$ cat src/rtl/adb_pkg.sv
// Shared types and constants for the anti-aliased disc blend pipeline.
// Used by every module under rtl/; depends on nothing.
package adb_pkg;

   // Fixed-point format of the disc geometry
   localparam int FRAC_BITS   = 8;
   localparam int COORD_BITS  = 12;
   localparam int RADIUS_BITS = 16;

   // Field widths fixed by the interface
   localparam int CHAN_BITS   = 8;
   localparam int MARGIN_BITS = 5;
   localparam int FRAME_BITS  = 13;

   // Derived datapath widths
   localparam int POS_BITS   = COORD_BITS + FRAC_BITS;
   localparam int PROD_BITS  = 2 * POS_BITS;
   localparam int SQ_BITS    = PROD_BITS + 1;
   localparam int ROOT_BITS  = POS_BITS + 1;
   localparam int WORK_BITS  = SQ_BITS + 1;
   localparam int WIDE_BITS  = ((POS_BITS > RADIUS_BITS) ? POS_BITS : RADIUS_BITS) + 2;
   localparam int EDGE_BITS  = WIDE_BITS - FRAC_BITS;
   localparam int CMP_BITS   = ((EDGE_BITS > FRAME_BITS + 1) ? EDGE_BITS : FRAME_BITS + 1);
   localparam int LIM_BITS   = ((COORD_BITS > FRAME_BITS) ? COORD_BITS : FRAME_BITS);
   localparam int DIFF_BITS  = ((ROOT_BITS > RADIUS_BITS) ? ROOT_BITS : RADIUS_BITS);
   localparam int BLEND_BITS = 2 * CHAN_BITS + 1;

   // Configuration port
   localparam int CSR_INDEX_BITS = 3;
   localparam int CSR_DATA_BITS  =
      ((POS_BITS > RADIUS_BITS) ? POS_BITS : RADIUS_BITS) > FRAME_BITS ?
      ((POS_BITS > RADIUS_BITS) ? POS_BITS : RADIUS_BITS) : FRAME_BITS;

   localparam logic [CSR_INDEX_BITS-1:0] CSR_CENTER_X     = 3'd0;
   localparam logic [CSR_INDEX_BITS-1:0] CSR_CENTER_Y     = 3'd1;
   localparam logic [CSR_INDEX_BITS-1:0] CSR_RADIUS       = 3'd2;
   localparam logic [CSR_INDEX_BITS-1:0] CSR_SPOT_ALPHA   = 3'd3;
   localparam logic [CSR_INDEX_BITS-1:0] CSR_BLUR_MARGIN  = 3'd4;
   localparam logic [CSR_INDEX_BITS-1:0] CSR_FRAME_WIDTH  = 3'd5;
   localparam logic [CSR_INDEX_BITS-1:0] CSR_FRAME_HEIGHT = 3'd6;

   typedef logic [POS_BITS-1:0]         pos_type;
   typedef logic [PROD_BITS-1:0]        prod_type;
   typedef logic [SQ_BITS-1:0]          sq_type;
   typedef logic [ROOT_BITS-1:0]        root_type;
   typedef logic signed [EDGE_BITS-1:0] edge_type;
   typedef logic [FRAME_BITS-1:0]       frame_type;
   typedef logic [COORD_BITS-1:0]       coord_type;
   typedef logic [CHAN_BITS-1:0]        chan_type;
   typedef logic [RADIUS_BITS-1:0]      radius_type;
   typedef logic [MARGIN_BITS-1:0]      margin_type;

   // Full-scale channel value
   localparam chan_type FULL = '1;

   // Reset frame size
   localparam frame_type FRAME_WIDTH_RESET  = FRAME_BITS'(1280);
   localparam frame_type FRAME_HEIGHT_RESET = FRAME_BITS'(720);

   typedef struct packed {
      pos_type    center_x;
      pos_type    center_y;
      radius_type radius;
      chan_type   spot_alpha;
      margin_type blur_margin;
      frame_type  frame_width;
      frame_type  frame_height;
   } cfg_type;

   typedef struct packed {
      coord_type pixel_x;
      coord_type pixel_y;
      chan_type  bg_red;
      chan_type  bg_green;
      chan_type  bg_blue;
   } req_type;

   typedef struct packed {
      chan_type out_red;
      chan_type out_green;
      chan_type out_blue;
      chan_type coverage;
      logic     in_box;
   } rsp_type;

   // Per-item data carried alongside the distance datapath
   typedef struct packed {
      logic     in_box;
      chan_type bg_red;
      chan_type bg_green;
      chan_type bg_blue;
   } side_type;

endpackage

$ cat src/rtl/adb_isqrt.sv
// Pipelined integer square root, one result bit per register stage.
// Carries the item's side data alongside; uses adb_pkg.
module adb_isqrt (
   input  logic              clock,
   input  logic              reset,
   input  logic              en,
   input  logic              in_valid,
   input  adb_pkg::sq_type   in_sq,
   input  adb_pkg::side_type in_side,
   output logic              out_valid,
   output adb_pkg::root_type out_root,
   output adb_pkg::side_type out_side
);

   localparam int STEPS = adb_pkg::ROOT_BITS;
   localparam int W     = adb_pkg::WORK_BITS;

   logic [W-1:0]      rem_ff   [STEPS-1];
   logic [W-1:0]      root_ff  [STEPS];
   logic              valid_ff [STEPS];
   adb_pkg::side_type side_ff  [STEPS];

   for (genvar k = 0; k < STEPS; k++) begin : g_step
      localparam logic [W-1:0] STEP_BIT = W'(1) << (2 * (STEPS - 1 - k));

      logic [W-1:0]      rem_prev, root_prev, trial, rem_in, root_in;
      logic              valid_prev;
      adb_pkg::side_type side_prev;

      if (k == 0) begin : g_first
         assign rem_prev   = W'(in_sq);
         assign root_prev  = '0;
         assign valid_prev = in_valid;
         assign side_prev  = in_side;
      end else begin : g_next
         assign rem_prev   = rem_ff[k-1];
         assign root_prev  = root_ff[k-1];
         assign valid_prev = valid_ff[k-1];
         assign side_prev  = side_ff[k-1];
      end

      // Try the next root bit; keep it when the remainder allows
      always_comb begin
         trial = root_prev + STEP_BIT;
         if (rem_prev >= trial) begin
            rem_in  = rem_prev - trial;
            root_in = (root_prev >> 1) + STEP_BIT;
         end else begin
            rem_in  = rem_prev;
            root_in = root_prev >> 1;
         end
      end

      always_ff @(posedge clock) begin
         if (reset) begin
            valid_ff[k] <= 1'b0;
         end else if (en) begin
            valid_ff[k] <= valid_prev;
         end
      end

      always_ff @(posedge clock) begin
         if (en) begin
            root_ff[k] <= root_in;
            side_ff[k] <= side_prev;
         end
      end

      // The last step leaves no remainder to keep
      if (k < STEPS - 1) begin : g_rem
         always_ff @(posedge clock) begin
            if (en) begin
               rem_ff[k] <= rem_in;
            end
         end
      end
   end

   assign out_valid = valid_ff[STEPS-1];
   assign out_root  = root_ff[STEPS-1][adb_pkg::ROOT_BITS-1:0];
   assign out_side  = side_ff[STEPS-1];

endmodule

$ cat config.mk
export PLATFORM = sky130hd
export DESIGN_NAME = adb_isqrt
export DESIGN_NICKNAME = d
export VERILOG_FILES = /design/src/rtl/adb_pkg.sv /design/src/rtl/adb_isqrt.sv
export SDC_FILE = /design/constraint.sdc
export NUM_CORES = 2
export LEC_CHECK = 0
export BUFFER_PORTS_ARGS = -buffer_cell sky130_fd_sc_hd__buf_2
export CORE_MARGIN = 4
export CORE_UTILIZATION = 30
export DETAILED_ROUTE_END_ITERATION = 6
export MAX_ROUTING_LAYER = met4
export PLACE_DENSITY_LB_ADDON = 0.3
export SKIP_CTS_REPAIR_TIMING = 1
export SYNTH_ARGS = -nofsm -noshare
export SYNTH_HDL_FRONTEND = slang
export SYNTH_SLANG_ARGS = --single-unit
$ cat constraint.sdc
create_clock -name clock -period 3.7 [get_ports clock]
set_clock_uncertainty 0.1 [all_clocks]
set_input_delay 0.185 -clock clock [delete_from_list [all_inputs] [get_ports clock]]
set_output_delay 0.185 -clock clock [all_outputs]
set_load 0.01 [all_outputs]
Yosys cells after proc, flatten, opt, wreduce, memory -nomap -nowiden
Memories as Yosys holds them, arrays and structs flattened.
Index checks and enable logic that the tools add are counted.
W data, S select, Z words.
- flip-flop bits (word level): 0
- latch bits: 0
- RAM bits: 2268
- ROM bits: 0
- output and inout bits: 47
- word-level logic and storage cells: 174
- memories: 4
- $add $sub $neg: 60
- multipliers: 0
- div/mod/pow operators: 0
- order comparisons: 21
- eq/ne operators: 0
- shift-type cells: 0
- multiplexer cells: 68
- bitwise gates (word level): 21
- reductions and logical operators: 0
- memory list (name ; words ; width ; read ports ; clocked after Yosys merged registers in ; wr ports ; RTL line ; text):
    root_ff ; 21 ; 42 ; 21 ; 0 ; 21 ; adb_isqrt.sv:19 ; logic [W-1:0] root_ff [STEPS];
    rem_ff ; 20 ; 42 ; 20 ; 0 ; 20 ; adb_isqrt.sv:18 ; logic [W-1:0] rem_ff [STEPS-1];
    side_ff ; 21 ; 25 ; 21 ; 0 ; 21 ; adb_isqrt.sv:21 ; adb_pkg::side_type side_ff [STEPS];
    valid_ff ; 21 ; 1 ; 21 ; 0 ; 21 ; adb_isqrt.sv:20 ; logic valid_ff [STEPS];
- operators by type and width (cell ; count):
    $mux W42 ; 40
    $ge A42 B42 Y1 ; 20
    $sub A42 B42 Y42 ; 19
    $add A41 B1 Y42 const B ; 1
    $add A41 B11 Y42 const B ; 1
    $add A41 B13 Y42 const B ; 1
    $add A41 B15 Y42 const B ; 1
    $add A41 B17 Y42 const B ; 1
    $add A41 B19 Y42 const B ; 1
    $add A41 B21 Y42 const B ; 1
    $add A41 B23 Y42 const B ; 1
    $add A41 B25 Y42 const B ; 1
    $add A41 B27 Y42 const B ; 1
    $add A41 B29 Y42 const B ; 1
    $add A41 B3 Y42 const B ; 1
    $add A41 B31 Y42 const B ; 1
    $add A41 B33 Y42 const B ; 1
    $add A41 B35 Y42 const B ; 1
    $add A41 B37 Y42 const B ; 1
    $add A41 B39 Y42 const B ; 1
    $add A41 B5 Y42 const B ; 1
    $add A41 B7 Y42 const B ; 1
    $add A41 B9 Y42 const B ; 1
    $add A42 B1 Y42 const B ; 1
    24 further kinds ; 70

Depth between registers and ports, before layout
- depth after elaboration: 4
- gate-level depth with buffers: 14
- depth with buffers taken out: 11

Worst setup path before layout
OpenSTA, ideal clock, no wires.
- path type: register to register
- from: memory rem_ff[14][12] (netlist bit)
- to: memory rem_ff[15][40] (netlist bit), data pin
- setup time: 0.258 ns
- data arrival time: 2.702 ns
- setup slack: 0.640 ns
- stages on the path, launching flop included: 10
- buffers on the path: 0
- period minus slack after synthesis: 3.060 ns
- path through: edfxtp_1 ha_1 nor2b_1 o31ai_1 a21oi_1 o41ai_2 o22ai_1 nor3b_1 nand3_1 xnor2_1
- RTL lines (what ; RTL line):
    start, declared ; adb_isqrt.sv:18

==> results.sh <==
export IMPL_die_w_um=481
export IMPL_yosysUniqueCellTypes=81
export IMPL_cp_slowest_cell="o21ai_0"
export IMPL_cts_tree="yes"
export IMPL_grt_pass1_vias=37200
export IMPL_worstSetupPathType="reg -> reg"
export IMPL_numCtsBuffers=175
export IMPL_cp_top_family="compound AO/OA/AOI/OAI gates"
export IMPL_async_flop_share_pct=0
export IMPL_clock_tree_root_cell="clkbuf_16"
export IMPL_grt_pass1_wl_um=195000
export IMPL_p_leak_nw=28.7
export IMPL_dp_hpwl_um=84200
export IMPL_clk_path_buf_depth=3
export IMPL_track_usage_pct=10.7
export IMPL_dieArea_um2=231000
export IMPL_core_area_um2=222000
export IMPL_drv_slew=0
export IMPL_clk_pin_slew_ns=0.06
export IMPL_hold_violations=0
export IMPL_overflow=0
export IMPL_antenna_found_initial=0
export IMPL_outcome="complete, no violations"
export IMPL_ant_nets=0
export IMPL_worst_pin_slew_ns=0.991
export IMPL_critical_path_max_stage_delay_ns=0.48
export IMPL_vias=36200
export IMPL_ios=117
export IMPL_insertedDiodeCount=0
export IMPL_max_freq_ghz=0.294
export IMPL_numPortBuffers=116
export IMPL_fin_util_pct=35.6
export IMPL_fillerInstances=21100
export IMPL_insertion_delay_ns=0.83
export IMPL_path_common_cell="o21ai_0"
export IMPL_syn_to_final_growth_pct=18.0
export IMPL_drt_iter0_drc=1988
export IMPL_min_path_type="reg -> reg"
export IMPL_worstSetupStartpointType="register"
export IMPL_tns_ns=0
export IMPL_synth_cells=4486
export IMPL_vias_per_cell=4.49
export IMPL_syn_area_per_cell_um2=15.0
export IMPL_power_mw=46.3
export IMPL_ys_seq_area_share_pct=72.4
export IMPL_end_kind="register"
export IMPL_drv_cap=0
export IMPL_routabilityCongestion=0.912
export IMPL_grt_start_max_net_pins=172
export IMPL_clock_sinks=1617
export IMPL_crit_required_ns=4.10
export IMPL_rows=173
export IMPL_crit_arrival_ns=3.80
export IMPL_h_tree_depth=4
export IMPL_die_h_um=481
export IMPL_drive_gt1_share_pct=10.7
export IMPL_wl_per_cell_um=15.1
export IMPL_final_net_count=5279
export IMPL_synth_seq_cells=1617
export IMPL_drt_first_pass_iters=7
export IMPL_cp_cell_sequence="ha_1 -> a21oi_1 -> o21ai_0 -> o21ai_0 -> a211oi_1 -> o211ai_1 -> or2_2 -> nor4_1 -> xor2_1"
export IMPL_fin_crit_sh_pct=91.9
export IMPL_relSlewSlack_pct=33.8
export IMPL_ir_drop_v=0.000454
export IMPL_critPathMaxFanout=7
export IMPL_start_util_pct=30.2
export IMPL_synthFlopType="edfxtp_1"
export IMPL_finalWirelength_um=122000
export IMPL_drc=0
export IMPL_syn_area_um2=67100
export IMPL_power_density_nw_per_um2=585
export IMPL_setup_viol=0
export IMPL_crit_buf_inv=0
export IMPL_synth_edf_count=1617
export IMPL_synth_warnings=0
export IMPL_min_period_ns=3.40
export IMPL_rsz0062_at_grt="no"
[logic make-up after synthesis]
group	synth area share (%)
multiplexers	0.740
other	0.00559
buffers and inverters	2.04
adder cells (fa/ha/maj)	4.63
XOR/XNOR	4.57
AO/OA/AOI/OAI	6.47
AND/OR/NAND/NOR	9.17
flip-flops	72.4
[per-layer routing]
| metal | vias up | wire, µm | GRT usage (%) |
|---|---|---|---|
| met5 | - | 0 | - |
| met4 | 0 | 6770 | 5.74 |
| met3 | 372 | 4390 | 2.01 |
| met2 | 680 | 62900 | 18.9 |
| met1 | 17200 | 48200 | 11.3 |
| li1 | 18000 | - | - |
[synthesized netlist by cell type, types with 35 or more instances]
cell type     n  area share, %
edfxtp_1   1617             72
inv_1       298            1.7
nor2_1      252            1.4
ha_1        248            4.6
nand2_1     235            1.3
a21oi_1     203            1.5
o21ai_0     194            1.4
xor2_1      187            2.4
xnor2_1     163            2.1
nor4_1      131            1.2
nor3_1      112           0.84
nand2b_1     64           0.60
nand3_1      63           0.47
a21o_1       62           0.69
nand4_1      56           0.52
clkbuf_1     47           0.26
o21a_1       41           0.46
or3_1        41           0.38
mux2_2       36           0.60
and2_1       35           0.33
[final cells by class]
| class | count | area, µm² | share of cell area (%) |
|---|---|---|---|
| repair buffers | 357 | 2910 | 3.67 |
| well taps | 2975 | 3720 | 4.70 |
| clock inverters | 102 | 1150 | 1.46 |
| multi-input cells | 2510 | 17200 | 21.7 |
| clock buffers | 211 | 4510 | 5.70 |
| flip-flops and latches | 1617 | 48600 | 61.3 |
| inverters | 300 | 1130 | 1.42 |
[report_power, final]
| part | switching (mW) | internal, mW | total (mW) |
|---|---|---|---|
| sequential | 1.12 | 22.5 | 23.6 |
| clock | 7.21 | 9.63 | 16.8 |
| combinational | 3.31 | 2.56 | 5.87 |
[flip-flops by register name, summed over array words and instances, names as in the netlist]
register,cells
side_ff,525
root_ff,231
rem_ff,840
valid_ff,21
[placed cells by master (no fill, tap or decap), drive strengths merged, types with 187 or more instances in the layout]
| cell type | n |
|---|---|
| edfxtp | 1617 |
| inv | 302 |
| nor2 | 253 |
| ha | 248 |
| nand2 | 235 |
| buf | 221 |
| clkbuf | 211 |
| a21oi | 203 |
| o21ai | 195 |
| xor2 | 187 |
[worst paths after layout]
kind                                   from                   endpoint  slack [ns]  cells after the start
setup / recovery    rem_ff[18][7]$_DFFE_PP_   rem_ff[19][33]$_DFFE_PP_        0.30                      9
hold / removal    side_ff[16][22]$_DFFE_PP_  side_ff[17][22]$_DFFE_PP_        0.30                      0
setup reg to reg    rem_ff[18][7]$_DFFE_PP_   rem_ff[19][33]$_DFFE_PP_        0.30                      9
hold reg to reg   side_ff[16][22]$_DFFE_PP_  side_ff[17][22]$_DFFE_PP_        0.30                      0
[stage by stage]
stage          hold WS [ns]  instance area (µm²)  std cells  worst slack, ns
2_1_floorplan         0.184                67100       4487            0.640
3_3_place_gp          0.262                72100       7623            0.223
3_5_place_dp          0.263                72100       7623            0.225
4_1_cts              -0.689                77800       7936            0.199
5_1_grt               0.308                79200       8072           0.0699
6_report              0.299                79200       8072            0.300
Power figures use the tool's default switching activity.
