===== src/rtl/adb_pkg.sv =====
// Shared types and constants for the anti-aliased disc blend pipeline.
// Used by every module under rtl/; depends on nothing.
package adb_pkg;

   // Fixed-point format of the disc geometry
   localparam int FRAC_BITS   = 8;
   localparam int COORD_BITS  = 12;
   localparam int RADIUS_BITS = 16;

   // Field widths fixed by the interface
   localparam int CHAN_BITS   = 8;
   localparam int MARGIN_BITS = 5;
   localparam int FRAME_BITS  = 13;

   // Derived datapath widths
   localparam int POS_BITS   = COORD_BITS + FRAC_BITS;
   localparam int PROD_BITS  = 2 * POS_BITS;
   localparam int SQ_BITS    = PROD_BITS + 1;
   localparam int ROOT_BITS  = POS_BITS + 1;
   localparam int WORK_BITS  = SQ_BITS + 1;
   localparam int WIDE_BITS  = ((POS_BITS > RADIUS_BITS) ? POS_BITS : RADIUS_BITS) + 2;
   localparam int EDGE_BITS  = WIDE_BITS - FRAC_BITS;
   localparam int CMP_BITS   = ((EDGE_BITS > FRAME_BITS + 1) ? EDGE_BITS : FRAME_BITS + 1);
   localparam int LIM_BITS   = ((COORD_BITS > FRAME_BITS) ? COORD_BITS : FRAME_BITS);
   localparam int DIFF_BITS  = ((ROOT_BITS > RADIUS_BITS) ? ROOT_BITS : RADIUS_BITS);
   localparam int BLEND_BITS = 2 * CHAN_BITS + 1;

   // Configuration port
   localparam int CSR_INDEX_BITS = 3;
   localparam int CSR_DATA_BITS  =
      ((POS_BITS > RADIUS_BITS) ? POS_BITS : RADIUS_BITS) > FRAME_BITS ?
      ((POS_BITS > RADIUS_BITS) ? POS_BITS : RADIUS_BITS) : FRAME_BITS;

   localparam logic [CSR_INDEX_BITS-1:0] CSR_CENTER_X     = 3'd0;
   localparam logic [CSR_INDEX_BITS-1:0] CSR_CENTER_Y     = 3'd1;
   localparam logic [CSR_INDEX_BITS-1:0] CSR_RADIUS       = 3'd2;
   localparam logic [CSR_INDEX_BITS-1:0] CSR_SPOT_ALPHA   = 3'd3;
   localparam logic [CSR_INDEX_BITS-1:0] CSR_BLUR_MARGIN  = 3'd4;
   localparam logic [CSR_INDEX_BITS-1:0] CSR_FRAME_WIDTH  = 3'd5;
   localparam logic [CSR_INDEX_BITS-1:0] CSR_FRAME_HEIGHT = 3'd6;

   typedef logic [POS_BITS-1:0]         pos_type;
   typedef logic [PROD_BITS-1:0]        prod_type;
   typedef logic [SQ_BITS-1:0]          sq_type;
   typedef logic [ROOT_BITS-1:0]        root_type;
   typedef logic signed [EDGE_BITS-1:0] edge_type;
   typedef logic [FRAME_BITS-1:0]       frame_type;
   typedef logic [COORD_BITS-1:0]       coord_type;
   typedef logic [CHAN_BITS-1:0]        chan_type;
   typedef logic [RADIUS_BITS-1:0]      radius_type;
   typedef logic [MARGIN_BITS-1:0]      margin_type;

   // Full-scale channel value
   localparam chan_type FULL = '1;

   // Reset frame size
   localparam frame_type FRAME_WIDTH_RESET  = FRAME_BITS'(1280);
   localparam frame_type FRAME_HEIGHT_RESET = FRAME_BITS'(720);

   typedef struct packed {
      pos_type    center_x;
      pos_type    center_y;
      radius_type radius;
      chan_type   spot_alpha;
      margin_type blur_margin;
      frame_type  frame_width;
      frame_type  frame_height;
   } cfg_type;

   typedef struct packed {
      coord_type pixel_x;
      coord_type pixel_y;
      chan_type  bg_red;
      chan_type  bg_green;
      chan_type  bg_blue;
   } req_type;

   typedef struct packed {
      chan_type out_red;
      chan_type out_green;
      chan_type out_blue;
      chan_type coverage;
      logic     in_box;
   } rsp_type;

   // Per-item data carried alongside the distance datapath
   typedef struct packed {
      logic     in_box;
      chan_type bg_red;
      chan_type bg_green;
      chan_type bg_blue;
   } side_type;

endpackage


===== src/rtl/adb_front.sv =====
// Front end: disc box per axis, pixel box test and squared distance to the center.
// Three register stages, all advancing on the shared enable; uses adb_pkg.
module adb_front (
   input  logic              clock,
   input  logic              reset,
   input  logic              en,
   input  logic              in_valid,
   input  adb_pkg::req_type  req,
   input  adb_pkg::cfg_type  cfg,
   output logic              out_valid,
   output adb_pkg::sq_type   out_sq,
   output adb_pkg::side_type out_side
);

   // Clamp a signed box edge to [0, size]
   function automatic adb_pkg::frame_type clamp_edge(input adb_pkg::edge_type e,
                                                     input adb_pkg::frame_type s);
      logic signed [adb_pkg::CMP_BITS-1:0] e_w;
      logic signed [adb_pkg::CMP_BITS-1:0] s_w;
      adb_pkg::frame_type                  res;
      e_w = adb_pkg::CMP_BITS'(e);
      s_w = adb_pkg::CMP_BITS'(s);
      if (e_w < 0) begin
         res = '0;
      end else if (e_w > s_w) begin
         res = s;
      end else begin
         res = e_w[adb_pkg::FRAME_BITS-1:0];
      end
      return res;
   endfunction

   // Widen the clamped box by the margin, clipped to [0, size]
   function automatic adb_pkg::frame_type widen_lo(input adb_pkg::frame_type a,
                                                   input adb_pkg::margin_type m);
      adb_pkg::frame_type m_w;
      m_w = adb_pkg::FRAME_BITS'(m);
      return (a >= m_w) ? a - m_w : '0;
   endfunction

   function automatic adb_pkg::frame_type widen_hi(input adb_pkg::frame_type b,
                                                   input adb_pkg::margin_type m,
                                                   input adb_pkg::frame_type s);
      logic [adb_pkg::FRAME_BITS:0] sum;
      sum = (adb_pkg::FRAME_BITS + 1)'(b) + (adb_pkg::FRAME_BITS + 1)'(m);
      return (sum > (adb_pkg::FRAME_BITS + 1)'(s)) ? s : sum[adb_pkg::FRAME_BITS-1:0];
   endfunction

   // ---------------- stage 1: capture, offsets, raw box edges
   logic                      v1_ff;
   adb_pkg::req_type          req1_ff;
   adb_pkg::pos_type          adx1_ff, ady1_ff, adx1_in, ady1_in;
   adb_pkg::edge_type         xlo1_ff, xhi1_ff, ylo1_ff, yhi1_ff;
   adb_pkg::edge_type         xlo1_in, xhi1_in, ylo1_in, yhi1_in;
   adb_pkg::pos_type          px_fix, py_fix;
   logic signed [adb_pkg::WIDE_BITS-1:0] xlo_sum, xhi_sum, ylo_sum, yhi_sum;

   always_comb begin
      px_fix  = adb_pkg::POS_BITS'(req.pixel_x) << adb_pkg::FRAC_BITS;
      py_fix  = adb_pkg::POS_BITS'(req.pixel_y) << adb_pkg::FRAC_BITS;
      adx1_in = (cfg.center_x >= px_fix) ? cfg.center_x - px_fix : px_fix - cfg.center_x;
      ady1_in = (cfg.center_y >= py_fix) ? cfg.center_y - py_fix : py_fix - cfg.center_y;
      // floor(c - r) and ceil(c + r) in whole pixels
      xlo_sum = adb_pkg::WIDE_BITS'(cfg.center_x) - adb_pkg::WIDE_BITS'(cfg.radius);
      ylo_sum = adb_pkg::WIDE_BITS'(cfg.center_y) - adb_pkg::WIDE_BITS'(cfg.radius);
      xhi_sum = adb_pkg::WIDE_BITS'(cfg.center_x) + adb_pkg::WIDE_BITS'(cfg.radius)
              + adb_pkg::WIDE_BITS'((1 << adb_pkg::FRAC_BITS) - 1);
      yhi_sum = adb_pkg::WIDE_BITS'(cfg.center_y) + adb_pkg::WIDE_BITS'(cfg.radius)
              + adb_pkg::WIDE_BITS'((1 << adb_pkg::FRAC_BITS) - 1);
      xlo1_in = xlo_sum[adb_pkg::WIDE_BITS-1:adb_pkg::FRAC_BITS];
      xhi1_in = xhi_sum[adb_pkg::WIDE_BITS-1:adb_pkg::FRAC_BITS];
      ylo1_in = ylo_sum[adb_pkg::WIDE_BITS-1:adb_pkg::FRAC_BITS];
      yhi1_in = yhi_sum[adb_pkg::WIDE_BITS-1:adb_pkg::FRAC_BITS];
   end

   // ---------------- stage 2: squares, clipped and widened box
   logic                 v2_ff;
   adb_pkg::req_type     req2_ff;
   adb_pkg::prod_type    sqx2_ff, sqy2_ff, sqx2_in, sqy2_in;
   adb_pkg::frame_type   xlo2_ff, xhi2_ff, ylo2_ff, yhi2_ff;
   adb_pkg::frame_type   xlo2_in, xhi2_in, ylo2_in, yhi2_in;
   logic                 ne2_ff, ne2_in;
   adb_pkg::frame_type   xa, xb, ya, yb;

   always_comb begin
      sqx2_in = adb_pkg::PROD_BITS'(adx1_ff) * adb_pkg::PROD_BITS'(adx1_ff);
      sqy2_in = adb_pkg::PROD_BITS'(ady1_ff) * adb_pkg::PROD_BITS'(ady1_ff);
      xa      = clamp_edge(xlo1_ff, cfg.frame_width);
      xb      = clamp_edge(xhi1_ff, cfg.frame_width);
      ya      = clamp_edge(ylo1_ff, cfg.frame_height);
      yb      = clamp_edge(yhi1_ff, cfg.frame_height);
      // an empty disc box touches nothing, whatever the margin
      ne2_in  = (xa != xb) && (ya != yb);
      xlo2_in = widen_lo(xa, cfg.blur_margin);
      ylo2_in = widen_lo(ya, cfg.blur_margin);
      xhi2_in = widen_hi(xb, cfg.blur_margin, cfg.frame_width);
      yhi2_in = widen_hi(yb, cfg.blur_margin, cfg.frame_height);
   end

   // ---------------- stage 3: distance squared, box test
   logic                 v3_ff;
   adb_pkg::sq_type      sq3_ff, sq3_in;
   adb_pkg::side_type    side3_ff, side3_in;
   logic [adb_pkg::LIM_BITS-1:0] px_w, py_w;

   always_comb begin
      px_w    = adb_pkg::LIM_BITS'(req2_ff.pixel_x);
      py_w    = adb_pkg::LIM_BITS'(req2_ff.pixel_y);
      sq3_in  = adb_pkg::SQ_BITS'(sqx2_ff) + adb_pkg::SQ_BITS'(sqy2_ff);
      side3_in.in_box   = ne2_ff
                        && (px_w >= adb_pkg::LIM_BITS'(xlo2_ff))
                        && (px_w <  adb_pkg::LIM_BITS'(xhi2_ff))
                        && (py_w >= adb_pkg::LIM_BITS'(ylo2_ff))
                        && (py_w <  adb_pkg::LIM_BITS'(yhi2_ff));
      side3_in.bg_red   = req2_ff.bg_red;
      side3_in.bg_green = req2_ff.bg_green;
      side3_in.bg_blue  = req2_ff.bg_blue;
   end

   // Advance valid bits
   always_ff @(posedge clock) begin
      if (reset) begin
         v1_ff <= 1'b0;
         v2_ff <= 1'b0;
         v3_ff <= 1'b0;
      end else if (en) begin
         v1_ff <= in_valid;
         v2_ff <= v1_ff;
         v3_ff <= v2_ff;
      end
   end

   // Advance payload
   always_ff @(posedge clock) begin
      if (en) begin
         req1_ff  <= req;
         adx1_ff  <= adx1_in;
         ady1_ff  <= ady1_in;
         xlo1_ff  <= xlo1_in;
         xhi1_ff  <= xhi1_in;
         ylo1_ff  <= ylo1_in;
         yhi1_ff  <= yhi1_in;
         req2_ff  <= req1_ff;
         sqx2_ff  <= sqx2_in;
         sqy2_ff  <= sqy2_in;
         xlo2_ff  <= xlo2_in;
         xhi2_ff  <= xhi2_in;
         ylo2_ff  <= ylo2_in;
         yhi2_ff  <= yhi2_in;
         ne2_ff   <= ne2_in;
         sq3_ff   <= sq3_in;
         side3_ff <= side3_in;
      end
   end

   assign out_valid = v3_ff;
   assign out_sq    = sq3_ff;
   assign out_side  = side3_ff;

endmodule


===== config.mk =====
export PLATFORM = sky130hd
export DESIGN_NAME = adb_front
export DESIGN_NICKNAME = d
export VERILOG_FILES = /design/src/rtl/adb_pkg.sv /design/src/rtl/adb_front.sv
export SDC_FILE = /design/constraint.sdc
export NUM_CORES = 2
export LEC_CHECK = 0
export ABC_AREA = 1
export BUFFER_PORTS_ARGS = -buffer_cell sky130_fd_sc_hd__buf_2
export CORE_MARGIN = 1.5
export CORE_UTILIZATION = 36
export DETAILED_ROUTE_END_ITERATION = 8
export SYNTH_ARGS = -nofsm -noshare
export SYNTH_HDL_FRONTEND = slang
export SYNTH_SLANG_ARGS = --single-unit

===== constraint.sdc =====
create_clock -name clock -period 9.21 [get_ports clock]
set_clock_uncertainty 0.05 [all_clocks]
set_input_delay 0.4605 -clock clock [delete_from_list [all_inputs] [get_ports clock]]
set_output_delay 0.4605 -clock clock [all_outputs]
set_load 0.005 [all_outputs]

### Word level (Yosys, flattened, before mapping)

Cells that the tools add are included.

| word-level totals | value |
|---|---|
| flip-flop bits (word level) | 392 |
| input bits | 147 |
| output and inout bits | 67 |
| word-level logic and storage cells | 85 |

| cells by class | value |
|---|---|
| add/subtract/negate cells | 15 |
| multipliers | 2 |
| magnitude comparators | 18 |
| equality and inequality tests | 2 |
| muxes and demuxes | 12 |
| reductions and logical operators | 5 |

Operator list:

| cell | count |
|---|---|
| $mux W13 | 10 |
| $mul A20 B20 Y40 | 2 |
| $sub A20 B20 Y20 | 4 |
| $add A21 B8 Y22 const B | 2 |
| $add A20 B16 Y21 | 2 |
| $sub A20 B16 Y21 | 2 |
| $add A40 B40 Y41 | 1 |
| $ge A20 B20 Y1 | 2 |
| $mux W20 | 2 |
| $add A13 B5 Y14 | 2 |
| $gt A13 B14 Y1 | 2 |
| $gt A14 B13 Y1 | 2 |
| $gt A14 B14 Y1 | 2 |
| $lt A14 B1 Y1 const B | 2 |
| $ge A12 B13 Y1 | 2 |
| $ge A13 B5 Y1 | 2 |
| $lt A12 B13 Y1 | 2 |
| $lt A13 B1 Y1 const B | 2 |
| $ne A13 B13 Y1 | 2 |
| $sub A13 B5 Y13 | 2 |
| $logic_and A1 B1 Y1 | 5 |

### Longest topological paths before layout

| logic depth | value |
|---|---|
| depth in word-level cells | 6 |
| gate-level depth with buffers | 37 |
| mapped depth without buffers | 36 |

### Worst setup path after synthesis

Ideal clock, no wire load.

| timing path | value |
|---|---|
| kind | reg2reg |
| start point | reg adx1_ff[2] |
| end point | reg sqx2_ff[31] (data pin) |
| setup time | 0.260 ns |
| data arrival time | 6.360 ns |
| data required time | 8.900 ns |
| slack | 2.540 ns |
| stages on the path, launching flop included | 28 |
| buffers on the path | 2 |
| clock period less this slack | 6.670 ns |
| cell sequence | edfxtp_1 > clkbuf_1 > buf_1 > nand2_1 > fa_1 > inv_1 > fa_1 > inv_1 > fa_1 > inv_1 > fa_1 > inv_1 > fa_1 > inv_1 > fa_1 > inv_1 > fa_1 > inv_1 > ha_1 > a21oi_1 > o21ai_0 > a21oi_1 > nand2_1 > a21oi_1 > o21bai_1 > nand2_1 > nand2_1 > xor2_1 |

| on the way | value |
|---|---|
| longest elaborated chain between the ends | 1 |

RTL lines:

| item | line | text |
|---|---|---|
| start: declaration | adb_front.sv:52 | `adb_pkg::pos_type adx1_ff, ady1_ff, adx1_in, ady1_in;` |
| start signal: assignment | adb_front.sv:137 | `adx1_ff <= adx1_in;` |
| $mul A20 B20 Y40 | adb_front.sv:86 | `sqx2_in = adb_pkg::PROD_BITS'(adx1_ff) * adb_pkg::PROD_BITS'(adx1_ff);` |
| net sqx2_in[31] | adb_front.sv:79 | `adb_pkg::prod_type sqx2_ff, sqy2_ff, sqx2_in, sqy2_in;` |
| end signal: assignment | adb_front.sv:144 | `sqx2_ff <= sqx2_in;` |
| end: declaration | adb_front.sv:79 |  |

The timed path passes the listed nets, and every way through them passes these cells.
A chain may end at the register's enable or synchronous reset.

### Worst setup path in the final report

| timing path | value |
|---|---|
| start point | reg adx1_ff[8] |
| end point | reg sqx2_ff[31] (data pin) |

The elaborated chain is that of the path after synthesis.

==> impl_metrics.tcl <==
set metrics [dict create \
    hpwlAfterDp_mm 107 \
    synthDominantCellAreaShare 0.233 \
    critical_path_required_ns 9.51 \
    endpoint_kind "flip-flop" \
    syn-num-nets 7073 \
    worst_pin_slew_ns 1.05 \
    netlist_instances 5738 \
    cap_violations 0 \
    grt.total_usage 0.184 \
    drive_gt1_frac 0.0614 \
    fp.dieH_um 374 \
    viasPerCell 4.83 \
    slowest_stage "edfxtp_1" \
    crit_buf_inv 5 \
    cp.arrival_ns 7.60 \
    wire_per_inst_um 16.4 \
    cpPeakStageDelay_ns 0.90 \
    cts_max_level 2 \
    syn_area_um2 49600 \
    synth_cell_types 61 \
    setup_viol 0 \
    synthToLayoutAreaGrowth_pct 10.2 \
    clock-sinks 388 \
    hp-class "input pin to flip-flop" \
    clk_pin_slew_ns 0.07 \
    path_max_fanout 15 \
    hold_buffers 42 \
    io_buffers 205 \
    grt_pass1_vias 38700 \
    cp-start-kind "flip-flop" \
    ant_nets 0 \
    avgSynthCellArea_um2 8.64 \
    yosys_warnings 0 \
    cts_buffers 50 \
    grt_max_degree 84 \
    tns_ns 0 \
    start_util 0.364 \
    synth_common_cells "inv_1 (1420), nand2_1 (1112), ha_1 (625)" \
    finalHoldViolations 0 \
    antenna_found_initial 13 \
    synth_area_leader_cell "edfxtp_1" \
    synth.area.top_cells "edfxtp_1 (23%), fa_1 (23%), ha_1 (16%)" \
    cts_resized 0 \
    rsz0062_at_grt "no" \
    cts_max_path_buffers 3 \
    ys_seq_elements 388 \
    critPathKind "flip-flop to flip-flop" \
    top_layer_used "met5" \
    core.rowCount 135 \
    routed_wl_mm 127 \
    crit_top_cell "fa_1" \
    wl_met2_mm 60.0 \
    layout.nets 7295 \
    period_needed_ns 7.29 \
    relSlewSlack 0.299 \
    die_area_um2 140000 \
    first_iter_violations 2314 \
    wl_met3_mm 5.85 \
    routedLengthMet1_mm 58.0 \
    die_w_um 374 \
    routed-via-count 37600 \
    yosysMostFrequentCell "inv_1" \
    fillCellCount 13700 \
    drtPass1Iterations 5 \
    globalplace.congestion 0.932 \
    async_flop_share 0 \
    ioPinCount 214 \
    period_share 0.792 \
    crit_family "adder cells" \
    fmax_mhz 137 \
    ys_seq_area_frac 0.234 \
    cts_setup_buffers 0 \
    drc 0 \
    grt_pass1_wl_mm 205 \
    gr-total-overflow 0 \
    worst_skew_pair.late_latency_ns 0.67 \
    cts_tree "yes" \
    core_um2 136000 \
    drv_slew 0 \
    status "complete, no violations" \
    synth-edff-count 385 \
    root_buffer "clkbuf_16" \
    synth_flop_cell "edfxtp_1" \
]
-- final timing paths --
check / startpoint / endpoint / slack, ns / depth (start not counted)
setup reg to reg: adx1_ff[8]$_DFFE_PP_ / sqx2_ff[31]$_DFFE_PP_ / 1.92 / 26
hold reg to reg: req2_ff[18]$_DFFE_PP_ / out_side[18]$_DFFE_PP_ / 0.36 / 0
setup / recovery: adx1_ff[8]$_DFFE_PP_ / sqx2_ff[31]$_DFFE_PP_ / 1.92 / 26
hold / removal: req[37] / req1_ff[37]$_DFFE_PP_ / 0.04 / 1
-- layout by cell type, fill, tap and decap left out, types with 14 or more instances in the layout --
master and n:
xnor2_1 61, buf_4 26, nand2_1 1112, a21o_1 28, fa_1 563, o21bai_1 27, a31oi_1 48, nand2_2 16
xor2_1 191, nand4_1 40, nand3_1 143, nor3_1 41, dlygate4sd3_1 42, inv_1 1420, clkbuf_16 50, o21ai_0 183
edfxtp_1 385, a21oi_1 322, nor2_1 279, buf_2 204, ha_1 625, o21a_1 14
-- layer usage --
metal	up-vias	GRT usage
li1	18400	-
met1	18200	0.248
met5	-	0
met3	160	0.0206
met2	846	0.311
met4	2	0.0507
-- final cells by class --
cell class	instances	area [µm²]	share of cell area
Inverter	1426	5360	0.0980
Antenna cell	7	17.5	0.000320
Clock inverter	35	353	0.00646
Sequential cell	388	11600	0.213
Multi-Input combinational cell	3821	32200	0.588
Tap cell	1781	2230	0.0408
Timing Repair Buffer	273	1650	0.0302
Clock buffer	55	1270	0.0232
-- kinds of logic (layout without fill, tap and decap cells) --
group,count (synthesis),after routing,synth area share
other cells,0,7,0
flops,388,388,0.234
xor+xnor,252,252,0.0445
buf+inv,1529,1789,0.117
simple gates,1683,1683,0.139
compound gates,698,698,0.0797
fa+ha+maj,1188,1188,0.385
-- stage by stage --
step | hold slack, ns | area (µm²) | util | setup slack (ns) | cells
after floorplan | 0.350 | 49600 | - | 2.54 | 5738
after global placement | 0.350 | 52600 | 0.386 | 2.03 | 7647
after detailed placement | 0.355 | 52600 | 0.386 | 2.02 | 7647
after CTS | 0.00362 | 54600 | 0.401 | 1.91 | 7779
after global routing | 0.00126 | 54700 | 0.401 | 1.50 | 7785
final | 0.0403 | 54700 | 0.401 | 1.92 | 7786
-- flip-flops by register name (all words and copies together), names as in the netlist --
| name | flops |
|---|---|
| out_side | 25 |
| ne2_ff | 1 |
| ady1_ff | 20 |
| req1_ff | 48 |
| px_w | 12 |
| v2_ff | 1 |
| ylo1_ff | 13 |
| v1_ff | 1 |
| yhi1_ff | 13 |
| xlo2_ff | 13 |
| ylo2_ff | 13 |
| xhi1_ff | 13 |
| adx1_ff | 20 |
| out_valid | 1 |
| py_w | 12 |
| xlo1_ff | 13 |
| sqx2_ff | 39 |
| out_sq | 41 |
| req2_ff | 24 |
| yhi2_ff | 13 |
| sqy2_ff | 39 |
| xhi2_ff | 13 |
Power is left out: the tool's default activity adds up to more than one toggle a clock period on the data nets, which glitch-free logic cannot reach.
