**src/rtl/adb_pkg.sv**
```systemverilog
// Shared types and constants for the anti-aliased disc blend pipeline.
// Used by every module under rtl/; depends on nothing.
package adb_pkg;

   // Fixed-point format of the disc geometry
   localparam int FRAC_BITS   = 8;
   localparam int COORD_BITS  = 12;
   localparam int RADIUS_BITS = 16;

   // Field widths fixed by the interface
   localparam int CHAN_BITS   = 8;
   localparam int MARGIN_BITS = 5;
   localparam int FRAME_BITS  = 13;

   // Derived datapath widths
   localparam int POS_BITS   = COORD_BITS + FRAC_BITS;
   localparam int PROD_BITS  = 2 * POS_BITS;
   localparam int SQ_BITS    = PROD_BITS + 1;
   localparam int ROOT_BITS  = POS_BITS + 1;
   localparam int WORK_BITS  = SQ_BITS + 1;
   localparam int WIDE_BITS  = ((POS_BITS > RADIUS_BITS) ? POS_BITS : RADIUS_BITS) + 2;
   localparam int EDGE_BITS  = WIDE_BITS - FRAC_BITS;
   localparam int CMP_BITS   = ((EDGE_BITS > FRAME_BITS + 1) ? EDGE_BITS : FRAME_BITS + 1);
   localparam int LIM_BITS   = ((COORD_BITS > FRAME_BITS) ? COORD_BITS : FRAME_BITS);
   localparam int DIFF_BITS  = ((ROOT_BITS > RADIUS_BITS) ? ROOT_BITS : RADIUS_BITS);
   localparam int BLEND_BITS = 2 * CHAN_BITS + 1;

   // Configuration port
   localparam int CSR_INDEX_BITS = 3;
   localparam int CSR_DATA_BITS  =
      ((POS_BITS > RADIUS_BITS) ? POS_BITS : RADIUS_BITS) > FRAME_BITS ?
      ((POS_BITS > RADIUS_BITS) ? POS_BITS : RADIUS_BITS) : FRAME_BITS;

   localparam logic [CSR_INDEX_BITS-1:0] CSR_CENTER_X     = 3'd0;
   localparam logic [CSR_INDEX_BITS-1:0] CSR_CENTER_Y     = 3'd1;
   localparam logic [CSR_INDEX_BITS-1:0] CSR_RADIUS       = 3'd2;
   localparam logic [CSR_INDEX_BITS-1:0] CSR_SPOT_ALPHA   = 3'd3;
   localparam logic [CSR_INDEX_BITS-1:0] CSR_BLUR_MARGIN  = 3'd4;
   localparam logic [CSR_INDEX_BITS-1:0] CSR_FRAME_WIDTH  = 3'd5;
   localparam logic [CSR_INDEX_BITS-1:0] CSR_FRAME_HEIGHT = 3'd6;

   typedef logic [POS_BITS-1:0]         pos_type;
   typedef logic [PROD_BITS-1:0]        prod_type;
   typedef logic [SQ_BITS-1:0]          sq_type;
   typedef logic [ROOT_BITS-1:0]        root_type;
   typedef logic signed [EDGE_BITS-1:0] edge_type;
   typedef logic [FRAME_BITS-1:0]       frame_type;
   typedef logic [COORD_BITS-1:0]       coord_type;
   typedef logic [CHAN_BITS-1:0]        chan_type;
   typedef logic [RADIUS_BITS-1:0]      radius_type;
   typedef logic [MARGIN_BITS-1:0]      margin_type;

   // Full-scale channel value
   localparam chan_type FULL = '1;

   // Reset frame size
   localparam frame_type FRAME_WIDTH_RESET  = FRAME_BITS'(1280);
   localparam frame_type FRAME_HEIGHT_RESET = FRAME_BITS'(720);

   typedef struct packed {
      pos_type    center_x;
      pos_type    center_y;
      radius_type radius;
      chan_type   spot_alpha;
      margin_type blur_margin;
      frame_type  frame_width;
      frame_type  frame_height;
   } cfg_type;

   typedef struct packed {
      coord_type pixel_x;
      coord_type pixel_y;
      chan_type  bg_red;
      chan_type  bg_green;
      chan_type  bg_blue;
   } req_type;

   typedef struct packed {
      chan_type out_red;
      chan_type out_green;
      chan_type out_blue;
      chan_type coverage;
      logic     in_box;
   } rsp_type;

   // Per-item data carried alongside the distance datapath
   typedef struct packed {
      logic     in_box;
      chan_type bg_red;
      chan_type bg_green;
      chan_type bg_blue;
   } side_type;

endpackage

```
**src/rtl/adb_shade.sv**
```systemverilog
// Shading back end: edge coverage, spot alpha scaling and white blend.
// Three register stages on the shared enable; uses adb_pkg.
module adb_shade (
   input  logic              clock,
   input  logic              reset,
   input  logic              en,
   input  logic              in_valid,
   input  adb_pkg::root_type in_root,
   input  adb_pkg::side_type in_side,
   input  adb_pkg::cfg_type  cfg,
   output logic              out_valid,
   output adb_pkg::rsp_type  out_rsp
);

   // (255 * a + bg * (255 - a)) >> 8
   function automatic adb_pkg::chan_type blend(input adb_pkg::chan_type bg,
                                               input adb_pkg::chan_type a);
      logic [adb_pkg::BLEND_BITS-1:0] sum;
      sum = adb_pkg::BLEND_BITS'(adb_pkg::FULL) * adb_pkg::BLEND_BITS'(a)
          + adb_pkg::BLEND_BITS'(bg) * adb_pkg::BLEND_BITS'(adb_pkg::FULL - a);
      return sum[2*adb_pkg::CHAN_BITS-1:adb_pkg::CHAN_BITS];
   endfunction

   // ---------------- stage 1: coverage from radius minus distance
   logic                 v1_ff;
   adb_pkg::chan_type    cov1_ff, cov1_in;
   adb_pkg::side_type    side1_ff;
   logic [adb_pkg::DIFF_BITS-1:0] rad_w, root_w, diff;
   logic [adb_pkg::FRAC_BITS-1:0] frac;
   logic [adb_pkg::FRAC_BITS+adb_pkg::CHAN_BITS-1:0] ramp;

   always_comb begin
      rad_w  = adb_pkg::DIFF_BITS'(cfg.radius);
      root_w = adb_pkg::DIFF_BITS'(in_root);
      diff   = rad_w - root_w;
      frac   = diff[adb_pkg::FRAC_BITS-1:0];
      // frac * 255 as frac * 256 - frac
      ramp   = {frac, adb_pkg::CHAN_BITS'(0)}
             - (adb_pkg::FRAC_BITS + adb_pkg::CHAN_BITS)'(frac);
      if (!in_side.in_box || root_w >= rad_w) begin
         cov1_in = '0;
      end else if (diff[adb_pkg::DIFF_BITS-1:adb_pkg::FRAC_BITS] == '0) begin
         cov1_in = ramp[adb_pkg::FRAC_BITS+adb_pkg::CHAN_BITS-1:adb_pkg::FRAC_BITS];
      end else begin
         cov1_in = adb_pkg::FULL;
      end
   end

   // ---------------- stage 2: opacity
   logic                 v2_ff;
   adb_pkg::chan_type    cov2_ff, alpha2_ff, alpha2_in;
   adb_pkg::side_type    side2_ff;
   logic [2*adb_pkg::CHAN_BITS-1:0] alpha_prod;

   always_comb begin
      alpha_prod = (2 * adb_pkg::CHAN_BITS)'(cov1_ff)
                 * (2 * adb_pkg::CHAN_BITS)'(cfg.spot_alpha);
      alpha2_in  = alpha_prod[2*adb_pkg::CHAN_BITS-1:adb_pkg::CHAN_BITS];
   end

   // ---------------- stage 3: blend or pass the background
   logic                 v3_ff;
   adb_pkg::rsp_type     rsp3_ff, rsp3_in;

   always_comb begin
      rsp3_in.coverage = cov2_ff;
      rsp3_in.in_box   = side2_ff.in_box;
      if (side2_ff.in_box) begin
         rsp3_in.out_red   = blend(side2_ff.bg_red, alpha2_ff);
         rsp3_in.out_green = blend(side2_ff.bg_green, alpha2_ff);
         rsp3_in.out_blue  = blend(side2_ff.bg_blue, alpha2_ff);
      end else begin
         rsp3_in.out_red   = side2_ff.bg_red;
         rsp3_in.out_green = side2_ff.bg_green;
         rsp3_in.out_blue  = side2_ff.bg_blue;
      end
   end

   // Advance valid bits
   always_ff @(posedge clock) begin
      if (reset) begin
         v1_ff <= 1'b0;
         v2_ff <= 1'b0;
         v3_ff <= 1'b0;
      end else if (en) begin
         v1_ff <= in_valid;
         v2_ff <= v1_ff;
         v3_ff <= v2_ff;
      end
   end

   // Advance payload
   always_ff @(posedge clock) begin
      if (en) begin
         cov1_ff   <= cov1_in;
         side1_ff  <= in_side;
         cov2_ff   <= cov1_ff;
         alpha2_ff <= alpha2_in;
         side2_ff  <= side1_ff;
         rsp3_ff   <= rsp3_in;
      end
   end

   assign out_valid = v3_ff;
   assign out_rsp   = rsp3_ff;

endmodule

```
**config.mk**
```make
export PLATFORM = sky130hd
export DESIGN_NAME = adb_shade
export DESIGN_NICKNAME = d
export VERILOG_FILES = /design/src/rtl/adb_pkg.sv /design/src/rtl/adb_shade.sv
export SDC_FILE = /design/constraint.sdc
export NUM_CORES = 1
export LEC_CHECK = 0
export ABC_AREA = 1
export BUFFER_PORTS_ARGS = -buffer_cell sky130_fd_sc_hd__buf_2
export CORE_MARGIN = 1
export CORE_UTILIZATION = 61
export DETAILED_ROUTE_END_ITERATION = 8
export MAX_ROUTING_LAYER = met4
export PLACE_DENSITY = 0.83
export SLEW_MARGIN = 20
export SYNTH_ARGS = -nofsm -noshare
export SYNTH_HDL_FRONTEND = slang
export SYNTH_SLANG_ARGS = --single-unit
```
**constraint.sdc**
```tcl
create_clock -name clock -period 10.2 [get_ports clock]
set_clock_uncertainty 0.15 [all_clocks]
set_input_delay 1.02 -clock clock [delete_from_list [all_inputs] [get_ports clock]]
set_output_delay 1.02 -clock clock [all_outputs]
set_load 0.1 [all_outputs]
```
Word-level counts from Yosys, hierarchy flattened
Cells that the tools add are included.
{ "totals": {"output_inout_bits": 34, "inputBits": 145, "wordCells": 36, "register_bits": 110} }
{ "classes": {"n_lt_le_gt_ge": 1, "addsub": 6, "n_reduce_logical": 3, "n_mux": 2, "mul": 5} }
{ "ops": {"columns": ["operator", "n"], "rows": [
  ["$add 16x16->16", 3],
  ["$mul 8x17->16", 2],
  ["$mux 24", 1],
  ["$ge 21x16->1", 1],
  ["$sub 16x21->21", 1],
  ["$mul 8x8->16", 1],
  ["$mul 8x8->16 const A", 1],
  ["$mul 9x9->16", 1],
  ["$sub 16x8->16", 1],
  ["$logic_not 13->1", 1],
  ["$sub 8x8->9 const A", 1],
  ["$mux 8", 1],
  ["$logic_not 1->1", 1],
  ["$logic_or 1x1->1", 1]
]} }

Logic depth before layout (Yosys ltp)
Gate-level depths: netlist of the first run.
{ "logic_depth": {"word_depth": 4, "depth_mapped": 32, "ltp_nobuf": 31} }

Worst setup path before layout of the first run
OpenSTA, ideal clock, no wires.
{ "synth_timing": {"path_kind": "register -> register", "start": "register alpha2_ff[4]", "end": "register rsp3_ff (netlist bit out_rsp[22]), data pin", "stages_incl_launch_ff": 32, "setup_slack_ps": 2605, "synth_period_minus_slack_ps": 7595, "path_buffers": 1, "arrival_time_ps": 7177, "required_ps": 9782, "setup_ps": 268, "path_cell_list": "edfxtp_1 inv_1 clkbuf_1 fa_1 inv_1 ha_1 inv_1 fa_1 fa_1 inv_1 ha_1 inv_1 o21bai_1 xor2_1 inv_1 fa_1 fa_1 inv_1 fa_1 inv_1 fa_1 inv_1 ha_1 nand2_1 o21ai_0 a21oi_1 o21ai_0 nand2_1 nand2_1 or2_2 nand3_1 o21ai_0"} }
{ "synth_lines": {"columns": ["element", "line_no", "source"], "rows": [
  ["start: declaration", "adb_shade.sv:51", "adb_pkg::chan_type cov2_ff, alpha2_ff, alpha2_in;"],
  ["start signal: assignment", "adb_shade.sv:98", "alpha2_ff <= alpha2_in;"],
  ["end signal: assignment", "adb_shade.sv:100", "rsp3_ff <= rsp3_in;"],
  ["end: declaration", "adb_shade.sv:63", "adb_pkg::rsp_type rsp3_ff, rsp3_in;"]
]} }

==> results of run 1 <==
[area by class of cell]
type	count	area, um^2	area share, %
clock buffers	9	225	1.35
clock inverters	7	82.6	0.496
inverters	484	1820	10.9
multi-input cells	1239	10200	61.5
flip-flops and latches	110	3270	19.7
well taps	324	405	2.43
repair buffers	115	602	3.61
[final timing paths]
kind / start / end / slack [ns] / cells after the start
hold / removal: side1_ff[19] / side2_ff[19] / 0.27 / 0
setup reg to reg: alpha2_ff[4] / out_rsp[30] / 1.10 / 28
setup / recovery: alpha2_ff[4] / out_rsp[30] / 1.10 / 28
hold reg to reg: side1_ff[19] / side2_ff[19] / 0.27 / 0
[layer usage]
layer | wire length, um | track usage (%) | up-vias | part of all wire, %
li1 | - | - | 5801 | -
met1 | 13300 | 33.8 | 5815 | 39
met2 | 17500 | 49.6 | 479 | 51
met3 | 2350 | 3.47 | 103 | 6.8
met4 | 1300 | 11.9 | 0 | 3.8
met5 | 0 | - | - | 0
[Yosys cell counts (all sizes together)]
| cell | instances |
|---|---|
| buf | 4 |
| inv | 481 |
| a21oi | 61 |
| nand3 | 62 |
| nor3 | 8 |
| o21ai | 43 |
| clkinv | 3 |
| and2 | 1 |
| xnor2 | 14 |
| o22ai | 3 |
| nand2 | 414 |
| nor2 | 170 |
| or2 | 9 |
| fa | 205 |
| o2111ai | 1 |
| a41oi | 1 |
| a21o | 3 |
| a31oi | 4 |
| o21bai | 6 |
| xor2 | 32 |
| and3 | 1 |
| clkbuf | 29 |
| edfxtp | 107 |
| nand4 | 9 |
| o21a | 1 |
| dfxtp | 3 |
| nand3b | 4 |
| ha | 187 |
[metrics by stage]
stage / utilization (%) / worst slack (ns) / instances / cell area (um^2) / hold WS, ns
floorplan: - / 2.60 / 1866 / 15500 / 0.250
global placement: 66.4 / 1.44 / 2272 / 16300 / 0.251
detailed placement: 66.4 / 1.35 / 2272 / 16300 / 0.255
CTS: 67.7 / 1.27 / 2288 / 16600 / 0.271
global route: 67.7 / 0.726 / 2288 / 16600 / 0.276
finish: 67.7 / 1.10 / 2288 / 16600 / 0.271
[state kept, by name, indices dropped and copies added (netlist names)]
| name | cells |
|---|---|
| v1_ff | 1 |
| v2_ff | 1 |
| side2_ff | 24 |
| out_valid | 1 |
| alpha2_ff | 8 |
| cov1_ff | 8 |
| rsp3_in | 1 |
| out_rsp | 33 |
| side1_ff | 25 |
| cov2_ff | 8 |
[placed cells by master, fill, tap and decap left out, types with 2 or more instances in the layout]
| cell type | count |
|---|---|
| xor2_1 | 31 |
| a31oi_1 | 4 |
| a21oi_1 | 61 |
| o21bai_1 | 6 |
| a21o_1 | 3 |
| o21ai_0 | 41 |
| xnor2_1 | 14 |
| nor2_1 | 167 |
| inv_1 | 480 |
| ha_1 | 187 |
| edfxtp_1 | 107 |
| clkbuf_16 | 9 |
| o22ai_1 | 3 |
| nor3_1 | 8 |
| nand2_2 | 6 |
| nand3_1 | 61 |
| dfxtp_1 | 3 |
| fa_1 | 205 |
| nand4_1 | 9 |
| or2_2 | 9 |
| nor2_2 | 2 |
| buf_2 | 106 |
| nand3b_1 | 4 |
| clkinv_1 | 5 |
| buf_4 | 8 |
| nand2_1 | 408 |
[kinds of logic after synthesis]
group / synth area share [%]
compound gates: 4.27
xor+xnor: 2.65
fa+ha+maj: 41.7
buf+inv: 12.6
flops: 21.2
simple gates: 17.7
==> summary.txt, run 1 <==
Die
  – Initial Util: 62.8%
  – Die footprint: 26000 um^2
  – Rows: 57
  – Core footprint: 24600 um^2
  – Height of the die: 161 um
  – Die span in x: 161 um
  – I/O Pins: 179

Worst setup path
  – Worst path required time: 10.15 ns
  – CP bufs+invs: 8
  – CP Class: register to register
  – CP Max Fanout: 15
  – CP peak stage delay: 0.90 ns
  – Critical-path top delay cell: edfxtp_1
  – Arr. time, crit path: 9.05 ns
  – CP startpoint kind: register
  – CP endpoint kind: register
  – CP top delay family: adder cells
  – Most frequent cell on the critical path: inv_1

Detailed routing
  – Drt drc: 0
  – Antenna-violating nets left: 0
  – Routed wire length: 34400 um
  – Total number of vias: 12200
  – Initial DRC count: 752
  – Initial DRT Pass Iterations: 5
  – Routed len/inst: 15.0 um
  – Routed vias/inst: 5.33

CTS
  – Skew-Pair Late Insertion Delay: 0.37 ns
  – Clock sinks: 110
  – Total CTS buffers: 9
  – Cts-stage hold buffer count: 0
  – PostCTS Resize Cnt: 0
  – Clock tree buffer depth: 2
  – Clock-pin transition on the worst setup and hold timing paths: 0.08 ns
  – CTS tree: done
  – Post-CTS setup buffer count: 0
  – CTS root buf: clkbuf_16
  – Htree depth: 3

Global route
  – GRT Total Usage: 28.6%
  – Initial antenna violation count: 0
  – Largest net degree at the start of global routing: 89
  – First-pass GRT wire length: 57100 um
  – Number of global-route vias before repair: 12400
  – Remaining Overflow, GRT: 0

STA
  – Worst Max-Slew Pin Slew: 0.838 ns
  – Setup TNS: 0 ns
  – Final setup violation count: 0
  – Slew Limit Fails: 0
  – Fin crit period: 9.10 ns
  – Relative slew slack: 44.1%
  – RSZ-0062 raised after global routing: false
  – Peak Freq: 110 MHz
  – Final hold violations: 0
  – Final worst path period share: 89.2%

Finish
  – Fill count: 1966
  – Ant. Diodes: 0
  – Layout cell share with drive strength beyond 1: 7.69%
  – Layout overhead on the synthesized area: 7.69%
  – Fin nets: 2496

Placed design
  – Detail Placement HPWL: 27700 um
  – RePlAce Congestion: 0.944
  – Number of port buffers: 107

Yosys
  – Syn Inst Count: 1866
  – Netlist cell types: 37
  – Register area share after synthesis: 21.2%
  – Yosys synthesis warning count: 0
  – Yosys reg bits: 110
  – Top cell type by total area after synthesis: fa_1
  – Syn Nets: 2403
  – Yosys top cell area share: 26.5%
  – Post-Syn Area per Cell: 8.29 um^2
  – Dominant cells by area after synthesis: fa_1 27%, edfxtp_1 21%, ha_1 15%
  – Post-Syn Area: 15500 um^2

Run status
  – Status: finished clean

Run
  – Maxcap violations: 0

Hold path
  – Hold/Removal Path Class: register to register
Power of run 1 is not shown: default switching activity piles up to over one toggle a cycle in this logic, so the estimate is an artifact.
==> inputs of run 2 (changes only) <==
--- a/config.mk
+++ b/config.mk
@@ -12,6 +12,7 @@
 export DETAILED_ROUTE_END_ITERATION = 8
 export MAX_ROUTING_LAYER = met4
 export PLACE_DENSITY = 0.83
+export RECOVER_POWER = 100
 export SLEW_MARGIN = 20
 export SYNTH_ARGS = -nofsm -noshare
 export SYNTH_HDL_FRONTEND = slang
==> summary.txt, run 2 (synthesized netlist as in run 1, its figures left out) <==
Detailed routing
  – Initial DRT Pass Iterations: 5 (unchanged)
  – Antenna-violating nets left: 0 (unchanged)
  – Total number of vias: 12100 (-0.78%)
  – Routed len/inst: 15.0 um (about the same)
  – Initial DRC count: 752 (unchanged)
  – Routed wire length: 34400 um (about the same)
  – Drt drc: 0 (unchanged)
  – Routed vias/inst: 5.29 (-0.78%)

Worst setup path
  – CP startpoint kind: register
  – Worst setup path endpoint: out_rsp[30]
  – CP Max Fanout: 15 (unchanged)
  – Worst R2R Start: alpha2_ff[4]
  – CP Class: register to register
  – Arr. time, crit path: 9.07 ns (+0.02 ns)
  – CP top delay family: adder cells
  – Critical-path top delay cell: edfxtp_1
  – CP endpoint kind: register
  – Reg2Reg Setup Slack: 1.03 ns (-0.07 ns)
  – WP depth: 28 (unchanged)
  – CP startpoint: alpha2_ff[4]
  – CP bufs+invs: 8 (unchanged)
  – R2R Path End: out_rsp[30]
  – R2R depth: 28 (unchanged)
  – Worst path required time: 10.10 ns (-0.05 ns)
  – Most frequent cell on the critical path: inv_1
  – CP peak stage delay: 0.89 ns (about the same)

STA
  – Relative slew slack: -210% (-250 points)
  – Setup TNS: 0 ns (unchanged)
  – Final hold violations: 0 (unchanged)
  – Final setup violation count: 0 (unchanged)
  – Worst Max-Slew Pin Slew: 4.65 ns (+3.81 ns)
  – RSZ-0062 raised after global routing: false
  – Fin crit period: 9.17 ns (+0.0673 ns)
  – Final worst path period share: 89.9% (+0.66 points)
  – Peak Freq: 109 MHz (-0.73%)
  – Slew Limit Fails: 122 (+122)

Die
  – Die span in x: 161 um (unchanged)
  – Rows: 57 (unchanged)
  – I/O Pins: 179 (unchanged)
  – Height of the die: 161 um (unchanged)
  – Core footprint: 24600 um^2 (unchanged)
  – Initial Util: 62.8% (unchanged)
  – Die footprint: 26000 um^2 (unchanged)

Finish
  – Commonest cells after routing, fill and taps aside: 480 x inv_1, 408 x nand2_1, 205 x fa_1, 187 x ha_1, 167 x nor2_1
  – Layout overhead on the synthesized area: 7.23%
  – Layout cell share with drive strength beyond 1: 5.40% (-2.3 points)
  – Max reg flops: 33 (unchanged)
  – Fin nets: 2496 (unchanged)
  – Most common cell after layout, fill and taps aside: inv_1
  – Ant. Diodes: 0 (unchanged)

Placed design
  – Detail Placement HPWL: 27700 um (unchanged)
  – RePlAce Congestion: 0.944 (unchanged)
  – Number of port buffers: 107 (unchanged)

Global route
  – Largest net degree at the start of global routing: 89 (unchanged)
  – Initial antenna violation count: 0 (unchanged)
  – GRT Total Usage: 28.6% (unchanged)
  – Number of global-route vias before repair: 12400 (unchanged)
  – Remaining Overflow, GRT: 0 (unchanged)
  – First-pass GRT wire length: 57100 um (unchanged)

CTS
  – Clock sinks: 110 (unchanged)
  – Htree depth: 3 (unchanged)
  – Clock tree buffer depth: 2 (unchanged)
  – Post-CTS setup buffer count: 0 (unchanged)
  – Cts-stage hold buffer count: 0 (unchanged)
  – Clock-pin transition on the worst setup and hold timing paths: 0.08 ns (about the same)
  – Total CTS buffers: 9 (unchanged)
  – CTS tree: done
  – CTS root buf: clkbuf_16
  – PostCTS Resize Cnt: 0 (unchanged)
  – Skew-Pair Late Insertion Delay: 0.37 ns (about the same)

Hold path
  – Hold/Removal Path Class: register to register
  – Hold path depth: 0 (unchanged)

Run status
  – Status: finished with violations
  – Violated checks: max-capacitance violations, max-slew violations

Run
  – Maxcap violations: 2 (+2)
-- run 2: worst reg2reg max path: cells and delay by family, from the launching register on --
family	cells	cell delay (ns)
AOI/OAI and AO/OA	5	1.20
and+or+nand+nor	4	0.35
buffers and inverters	8	1.20
adders and majority gates	10	4.74
xor gates and xnor gates	1	0.34
DFF	1	0.89
-- run 2: how the worst min path moves through the flow --
stage / startpoint / endpoint
global route: side1_ff[1] / side2_ff[1]
global placement: side1_ff[13] / side2_ff[13]
floorplan: cov2_ff[0] / out_rsp[1]
finish: side1_ff[19] / side2_ff[19]
detailed placement: side1_ff[19] / side2_ff[19]
CTS: side1_ff[19] / side2_ff[19]
-- run 2: area by class of cell --
class | instances | area (um^2)
clock inverter | 7 | 82.6
tap | 324 | 405
timing repair buffer | 115 | 536
clock buffer | 9 | 225
multi-input combinational | 1239 | 10200
sequential | 110 | 3270
fill | 1980 | 8030
inverter | 484 | 1820
-- run 2: per-layer routing --
metal  vias to the layer above  track usage, %  part of all wire, %
met2                       466            49.6                   51
met4                         0            11.9                  3.8
met5                         -               -                    0
met1                      5742            33.8                   39
met3                        96            3.47                  6.6
li1                       5799               -                    -
-- run 2: per-stage QoR --
step           cells  utilization [%]  setup WS, ns  hold WS, ns  instance area [um^2]
2_1_floorplan   1866                -          2.60        0.250                 15500
3_3_place_gp    2272             66.4          1.44        0.251                 16300
3_5_place_dp    2272             66.4          1.35        0.255                 16300
4_1_cts         2288             67.7          1.27        0.271                 16600
5_1_grt         2288             67.4         0.635        0.276                 16600
6_report        2288             67.4          1.03        0.271                 16600
Power of run 2 is left out for the same reason.
